File: config.mk
export PLATFORM = sky130hd
export DESIGN_NAME = btac_ctrl
export DESIGN_NICKNAME = d
export VERILOG_FILES = /design/src/hw/rtl/btac_pkg.sv /design/src/hw/rtl/btac_ctrl.sv
export SDC_FILE = /design/constraint.sdc
export NUM_CORES = 1
export LEC_CHECK = 0
export ABC_AREA = 1
export BUFFER_PORTS_ARGS = -buffer_cell sky130_fd_sc_hd__buf_4
export CAP_MARGIN = 20
export CORE_AREA = 2 2 39 41
export CTS_BUF_LIST = sky130_fd_sc_hd__clkbuf_8
export CTS_CLUSTER_DIAMETER = 120
export CTS_CLUSTER_SIZE = 16
export DETAILED_ROUTE_END_ITERATION = 7
export DIE_AREA = 0 0 41 43
export PLACE_DENSITY = 0.48
export SLEW_MARGIN = 20
export SYNTH_ARGS = -nofsm -noshare
export SYNTH_HDL_FRONTEND = slang
export SYNTH_SLANG_ARGS = --single-unit
File: constraint.sdc
create_clock -name clk -period 1.2 [get_ports clk]
set_input_delay 0.18 -clock clk [delete_from_list [all_inputs] [get_ports clk]]
set_output_delay 0.18 -clock clk [all_outputs]
set_load 0.005 [all_outputs]
File: src/hw/rtl/btac_pkg.sv
package btac_pkg;

  localparam int MAX_CANVAS_WIDTH  = 256;
  localparam int MAX_CANVAS_HEIGHT = 256;
  localparam int STORE_DEPTH       = MAX_CANVAS_WIDTH * MAX_CANVAS_HEIGHT;
  localparam int ADDR_W            = $clog2(STORE_DEPTH);
  localparam int WORD_W            = 32;

  localparam int CFG_IDX_W  = 3;
  localparam int CFG_DATA_W = 24;

  localparam logic [CFG_IDX_W-1:0] CFG_STROKE_COLOR  = 3'd0;
  localparam logic [CFG_IDX_W-1:0] CFG_OPACITY_GAIN  = 3'd1;
  localparam logic [CFG_IDX_W-1:0] CFG_HEIGHT_GAIN   = 3'd2;
  localparam logic [CFG_IDX_W-1:0] CFG_ROW_OFFSET    = 3'd3;
  localparam logic [CFG_IDX_W-1:0] CFG_COL_OFFSET    = 3'd4;
  localparam logic [CFG_IDX_W-1:0] CFG_CANVAS_WIDTH  = 3'd5;
  localparam logic [CFG_IDX_W-1:0] CFG_CANVAS_HEIGHT = 3'd6;

  localparam logic [1:0] REQ_LOAD  = 2'd0;
  localparam logic [1:0] REQ_PAINT = 2'd1;
  localparam logic [1:0] REQ_READ  = 2'd2;

  typedef struct packed {
    logic [1:0] req_type;
    logic [9:0] row;
    logic [9:0] col;
    logic [7:0] texel_opacity;
    logic [7:0] texel_height;
    logic [7:0] load_red;
    logic [7:0] load_green;
    logic [7:0] load_blue;
    logic [7:0] load_height;
  } btac_in_t;

  typedef struct packed {
    logic       in_bounds;
    logic [7:0] pixel_red;
    logic [7:0] pixel_green;
    logic [7:0] pixel_blue;
    logic [7:0] pixel_height;
  } btac_out_t;

  typedef struct packed {
    logic capture;
    logic calc;
    logic read;
    logic mix;
    logic commit;
  } btac_cmd_t;

  typedef struct packed {
    logic out_free;
  } btac_status_t;

  function automatic logic [7:0] scale_sat(input logic [15:0] gain, input logic [7:0] texel);
    logic [23:0] prod;
    logic [15:0] shifted;
    prod    = gain * texel;
    shifted = prod[23:8];
    return (shifted > 16'd255) ? 8'd255 : shifted[7:0];
  endfunction

  function automatic logic [16:0] blend_sum(input logic [7:0] dst, input logic [7:0] src,
                                            input logic [7:0] alpha);
    logic [15:0] a;
    logic [15:0] b;
    a = dst * (8'd255 - alpha);
    b = src * alpha;
    return {1'b0, a} + {1'b0, b} + 17'd127;
  endfunction

  function automatic logic [7:0] div255(input logic [16:0] x);
    logic [17:0] t;
    t = {1'b0, x} + {9'd0, x[16:8]} + 18'd1;
    return (t[17:8] > 10'd255) ? 8'd255 : t[15:8];
  endfunction

endpackage

File: src/hw/rtl/btac_ctrl.sv
module btac_ctrl (
  input  logic                  clk,
  input  logic                  rst_n,
  input  logic                  in_valid,
  output logic                  in_stall,
  input  btac_pkg::btac_status_t status,
  output btac_pkg::btac_cmd_t    cmd
);

  typedef enum logic [4:0] {
    ST_IDLE = 5'b00001,
    ST_CALC = 5'b00010,
    ST_READ = 5'b00100,
    ST_MIX  = 5'b01000,
    ST_DONE = 5'b10000
  } btac_state_t;

  btac_state_t state_r;
  btac_state_t state_nxt;

  always_comb begin
    state_nxt   = state_r;
    cmd         = '0;
    in_stall    = 1'b1;
    case (state_r)
      ST_IDLE: begin
        in_stall = 1'b0;
        if (in_valid) begin
          cmd.capture = 1'b1;
          state_nxt   = ST_CALC;
        end
      end
      ST_CALC: begin
        cmd.calc  = 1'b1;
        state_nxt = ST_READ;
      end
      ST_READ: begin
        cmd.read  = 1'b1;
        state_nxt = ST_MIX;
      end
      ST_MIX: begin
        cmd.mix   = 1'b1;
        state_nxt = ST_DONE;
      end
      ST_DONE: begin
        if (status.out_free) begin
          cmd.commit = 1'b1;
          state_nxt  = ST_IDLE;
        end
      end
      default: begin
        state_nxt = ST_IDLE;
      end
    endcase
  end

  always_ff @(posedge clk) begin
    if (!rst_n) begin
      state_r <= ST_IDLE;
    end else begin
      state_r <= state_nxt;
    end
  end

endmodule

==> results.toml, run 1 <==
[die]
ios = 10
core_sq_um = 1384
die_x_um = 41
num_rows = 14
start_util = 0.2179
dieArea_sq_um = 1763
dieHeight_um = 43

[clock_tree]
clk_latency_ps = 220
cts_buffers = 3
max-clock-path-buffers = 2
clk_pin_slew_ps = 40
cts_root_buf = "clkbuf_8"
clock_sinks = 5
cts_tree = "done"
htree_levels = 1

[timing]
relSlewSlack = 0.8960
totalNegativeSetupSlack_ps = -6.673
fmaxAchievable_mhz = 828.7
final_max_slew_viol_count = 0
finalSetupViolations = 1
finalHoldViolations = 0
whs_ps = 200.6
rsz0062_at_grt = "true"
finClkSkew_ps = 1.648
fin_crit_ps = 1207
period_share = 1.006
worst_slew_pin_slew_ps = 155.9
layout_setup_ws_ps = -6.673

[placement]
dp_cells = 70
dpl.hpwl_um = 487.1
io_buffers = 9
gp_congestion = 0.7033
dpl-instance-area_sq_um = 381.6

[power_and_ir_drop]
clkPwrFrac = 0.508
comb_power_share = 0.178
p_leak_nw = 0.2360
seq_power_share = 0.314
vdd_drop_max_uv = 414.5
p_int_w = 0.0004494
net-switching-power_w = 0.0001565
swShare = 0.2583
p_per_area_nw_per_um2 = 1291

[global_route]
grt_max_degree = 6
grt_usage = 0.08826
gr-total-overflow = 0
antenna_found_initial = 0
grt_pass1_wl_um = 993
grt_pass1_vias = 273

[setup_path]
worstSetupEndpointType = "output port"
critPathRequiredTime_ps = 1020
worstSetupPathType = "reg -> out"
crit_arrival_ps = 1030
cp-start-kind = "flop"
cp_max_fo = 3

[layout]
fin_nets = 65
top_regs = "state_r: 5 flops"
largest_register_ffs = 5
design_area_sq_um = 469.2
drive_above_1_share = 0.5000
final_cells = 76
area_delta_synth_final_pct = 55.60
antennaDiodeCount = 0
fillCellCount = 161
regMostFlops = "state_r"

[detailed_routing]
wire_per_inst_um = 8.026
drt_drc_violations_left = 0
final_antenna_net_count = 0
vias = 310
routed_wirelength_um = 610
dr.first_iter.drc_count = 3
first_pass_iters = 2
viasPerCell = 4.079

[synthesis]
yosysWarnings = 0
yosys.area.top_type = "dfxtp_1"
synth_cell_types = 15
synth_top_area_frac = 0.3320
synth_area_leaders = "dfxtp_1 33%, inv_1 12%, nand2_1 10%"
synth_nets = 50
synth_most_common_cell = "inv_1"
syn_inst = 46
synth_edf_count = 0
yosys-top-cells-count = "10 x inv_1, 8 x nand2_1, 5 x dfxtp_1, 5 x nor2_1, 3 x nand4_1"
synthArstFlopShare = 0
synth_flop_cell = "dfxtp_1"
syn_area_per_cell_sq_um = 6.555
synth-seq-cells = 5
ys_seq_area_frac = 0.3320
netlist_area_sq_um = 301.5

[status]
failed_checks = "setup timing"
status = "complete, but fails checks"

[flow_run]
cap_violations = 0

[worst_hold_path]
hold_path.class = "in -> reg"
-- final timing paths --
path                            cells past startpoint  startpoint          to  slack [ps]
worst max-delay path                                5  state_r[0]      cmd[4]          -7
worst min-delay path                                4       rst_n  state_r[0]         200
worst max register to register                      7  state_r[2]  state_r[0]         170
worst min register to register                      2  state_r[1]  state_r[2]         550
-- cells in the final DEF (no fill, tap or decap), drive strengths merged --
cell type / netlist / layout
a21oi: 3 / 3
buf: 1 / 11
clkbuf: 0 / 3
dfxtp: 5 / 5
inv: 11 / 12
nand2: 10 / 10
nand3: 2 / 2
nand4: 3 / 3
nor2: 8 / 8
nor3: 3 / 3
-- what timing repair did --
action / CTS / global route
gates resized for setup: 6 / 5
pin swaps: 1 / 3
endpoints found under the setup margin: 5 / 6
hold buffers: 0 / 0
setup buffers: 1 / 1
-- logic make-up after synthesis --
| group | Yosys count | synth area share |
|---|---|---|
| flops | 5 | 0.3320 |
| compound gates | 3 | 0.06225 |
| simple gates | 26 | 0.4440 |
| buf+inv | 12 | 0.1618 |
-- power by group through the flow --
stage               Sequential [W]  Clock [W]  Combinational (W)
floorplan                 0.000186          0          0.0000617
global placement          0.000187          0          0.0000966
detailed placement        0.000187          0          0.0000953
CTS                       0.000189   0.000319           0.000101
global route              0.000192   0.000329           0.000120
finish                    0.000190   0.000308           0.000108
-- final cells by class --
type / instances / area [sq um] / area share
Multi-Input combinational cell: 29 / 172.7 / 0.3680
Sequential cell: 5 / 107.6 / 0.2293
Timing Repair Buffer: 11 / 82.58 / 0.1760
Clock buffer: 3 / 41.29 / 0.08800
Inverter: 11 / 41.29 / 0.08800
Tap cell: 16 / 20.02 / 0.04267
Clock inverter: 1 / 3.754 / 0.008000
-- critical path, cell delays in order (launching register included) --
cell and delay (ps):
dfxtp_4 360, inv_2 50, nor2_4 80, nand3_2 110, nor2_2 90, buf_4 110
-- stage by stage --
step                      setup slack [ps]    util  power (W)
after CTS                           -28.09  0.3237  0.0006091
after global placement               174.1  0.2758  0.0002835
after detailed placement             162.8  0.2758  0.0002825
after floorplan                      269.3       -  0.0002477
after global routing                -59.31  0.3391  0.0006408
final                               -6.673  0.3391  0.0006060
-- layer usage --
metal	up-vias	track usage	routed length, um
li1	167	-	-
met1	133	0.09936	261
met2	8	0.1125	298
met3	2	0.03141	29
met4	0	0.1000	21
met5	-	0	0
No activity file was read; power rests on OpenSTA's default activity.
==> run 2: changes to the inputs <==
- ABC_AREA: 1 -> default
- PLACE_DENSITY: 0.48 -> 0.47
==> run 2 against run 1 <==
Effect of this change:
- the flow still finishes with violations (setup timing)
- worst setup slack got worse by 83 ps
- sequential share of layout area fell by 1.9 points
- non-clock buffer count rose by 8
- critical path type unchanged
==> results.toml, run 2 <==
[timing]
final_max_slew_viol_count = 0
layout_setup_ws_ps = -89.44
rsz0062_at_grt = "true"
totalNegativeSetupSlack_ps = -416.8
finClkSkew_ps = 0.5490
fmaxAchievable_mhz = 775.5
period_share = 1.075
worst_slew_pin_slew_ps = 240.6
relSlewSlack = 0.8394
fin_crit_ps = 1289
finalSetupViolations = 7
finalHoldViolations = 0
whs_ps = 173.6

[setup_path]
cp-start-kind = "flop"
cp_slowest_stage_delay_ps = 360
crit_start = "state_r[1]"
rrSetupSlack_ps = -70
critPathCapture = "cmd[0]"
r2r_cells = 5
r2r-start = "state_r[1]"
cp_max_fo = 4
worstSetupEndpointType = "output port"
critPathRequiredTime_ps = 1020
crit_arrival_ps = 1110
path_cells = "nor3_4, and4b_1, buf_4"
worstSetupPathType = "reg -> out"
cp_slowest_cell = "dfxtp_4"
r2r_end = "state_r[0]"

[clock_tree]
htree_levels = 1
hold_buffers = 0
max-clock-path-buffers = 2
cts_tree = "done"
clock_sinks = 5
cts_root_buf = "clkbuf_8"
cts_buffers = 3
clk_latency_ps = 220
clk_pin_slew_ps = 30

[placement]
pre_cts_slack_ps = 58.59
io_buffers = 9
dpl.hpwl_um = 497.5
gp_congestion = 0.6871
dp_cells = 60

[power_and_ir_drop]
vdd_drop_max_uv = 566.2
comb_power_share = 0.233
swShare = 0.2447
seq_power_share = 0.302
p_per_area_nw_per_um2 = 1191
net-switching-power_w = 0.0001558
clkPwrFrac = 0.466
p_int_w = 0.0004808
p_leak_nw = 0.2596

[detailed_routing]
drt_drc_violations_left = 0
final_antenna_net_count = 0
routed_wirelength_um = 851
viasPerCell = 4.479
wire_per_inst_um = 11.99
dr.first_iter.drc_count = 4
first_pass_iters = 4
vias = 318

[synthesis]
synthArstFlopShare = 0
synth_cell_types = 19
synth_nets = 38
synth_top_area_frac = 0.3524
yosys.area.top_type = "dfxtp_1"
synth_most_common_cell = "nor2_1"
syn_area_per_cell_sq_um = 8.354
synth_area_leaders = "dfxtp_1 35%, nor2_1 9.3%, nor4b_2 5.3%"
netlist_area_sq_um = 284.0
ys_seq_area_frac = 0.3524
syn_inst = 34
synth-seq-cells = 5
synth_flop_cell = "dfxtp_1"
yosysWarnings = 0
yosys-top-cells-count = "7 x nor2_1, 5 x dfxtp_1, 3 x inv_1"
synth_edf_count = 0

[layout]
final_common_cell = "buf_4"
area_delta_synth_final_pct = 88.11
fillCellCount = 152
final_cells = 71
drive_above_1_share = 0.6000
antennaDiodeCount = 0
fin_nets = 60
layout_common_cells = "17 x buf_4, 5 x nor2_1, 4 x inv_1"
regArea_sq_um = 112.6
largest_register_ffs = 5
regMostFlops = "state_r"
fin_util = 0.3861
top_regs = "state_r: 5 flops"
multi_input_area_sq_um = 195.2

[die]
dieArea_sq_um = 1763
num_rows = 14
dieHeight_um = 43
ios = 10
start_util = 0.2052
die_x_um = 41
core_sq_um = 1384

[global_route]
grt_usage = 0.1117
gr-total-overflow = 0
grt_pass1_wl_mm = 1.269
antenna_found_initial = 0
grt_pass1_vias = 314
grt_max_degree = 7

[worst_hold_path]
hold_path.class = "in -> reg"

[status]
status = "complete, but fails checks"
failed_checks = "setup timing"

[flow_run]
cap_violations = 0
-- run 2: cell count changes after synthesis, sizes merged, moves of 2 or more --
cell / change
nand4: -3
and3: +2
nand2: -10
a21oi: -3
inv: -8
-- run 2: cells by family after synthesis --
kind of cell           count (synthesis)  synth area share
AO/OA/AOI/OAI                          4            0.1101
XOR/XNOR                               1           0.03084
buffers and inverters                  5            0.1057
flip-flops                             5            0.3524
multiplexers                           1           0.03524
AND/OR/NAND/NOR                       18            0.3657
-- run 2: worst max-delay path, delay by kind of cell (launching register included) --
family                 cells  cell delay [ps]
buffers and inverters      1              110
DFF                        1              360
and+or+nand+nor            2              430
-- run 2: stage by stage --
step           power (W)  area, sq um
2_1_floorplan  0.0002526        284.0
3_3_place_gp   0.0002905        375.4
3_5_place_dp   0.0002890        375.4
4_1_cts        0.0006338        509.2
5_1_grt        0.0006724        534.3
6_report       0.0006366        534.3
-- run 2: worst min path at each step --
stage / start / endpoint / slack, ps / cells past startpoint
6_report: rst_n / state_r[2] / 170 / 2
5_1_grt: rst_n / state_r[2] / 180 / 2
4_1_cts: rst_n / state_r[2] / 180 / 2
3_5_place_dp: rst_n / state_r[2] / 400 / 2
3_3_place_gp: rst_n / state_r[2] / 400 / 2
2_1_floorplan: rst_n / state_r[2] / 300 / 1
-- run 2: what timing repair did --
| item | in CTS | in global routing |
|---|---|---|
| buffers inserted | 5 | 3 |
| gates resized for setup | 17 | 1 |
| pin swaps | 5 | 3 |
| setup endpoints to repair | 6 | 6 |
-- run 2: power groups by stage --
stage	sequential [W]	clock [W]	combinational [W]
after floorplan	0.000186	0	0.0000669
after global routing	0.000193	0.000318	0.000161
after global placement	0.000188	0	0.000102
after detailed placement	0.000188	0	0.000101
final	0.000192	0.000297	0.000148
after CTS	0.000190	0.000303	0.000140
-- run 2: area by class of cell --
type | count | share of cell area
clock buffer | 3 | 0.07728
clock inverter | 1 | 0.007026
inverter | 3 | 0.02108
multi-input combinational | 24 | 0.3653
sequential | 5 | 0.2108
tap | 16 | 0.03747
timing repair buffer | 19 | 0.2810
-- run 2: metal layers --
layer / vias up / GRT usage / share of wire
met5: - / 0 / 0
met4: 0 / 0.06000 / 0
met3: 0 / 0.03141 / 0.038
met2: 8 / 0.2094 / 0.63
met1: 150 / 0.09385 / 0.33
li1: 160 / - / -
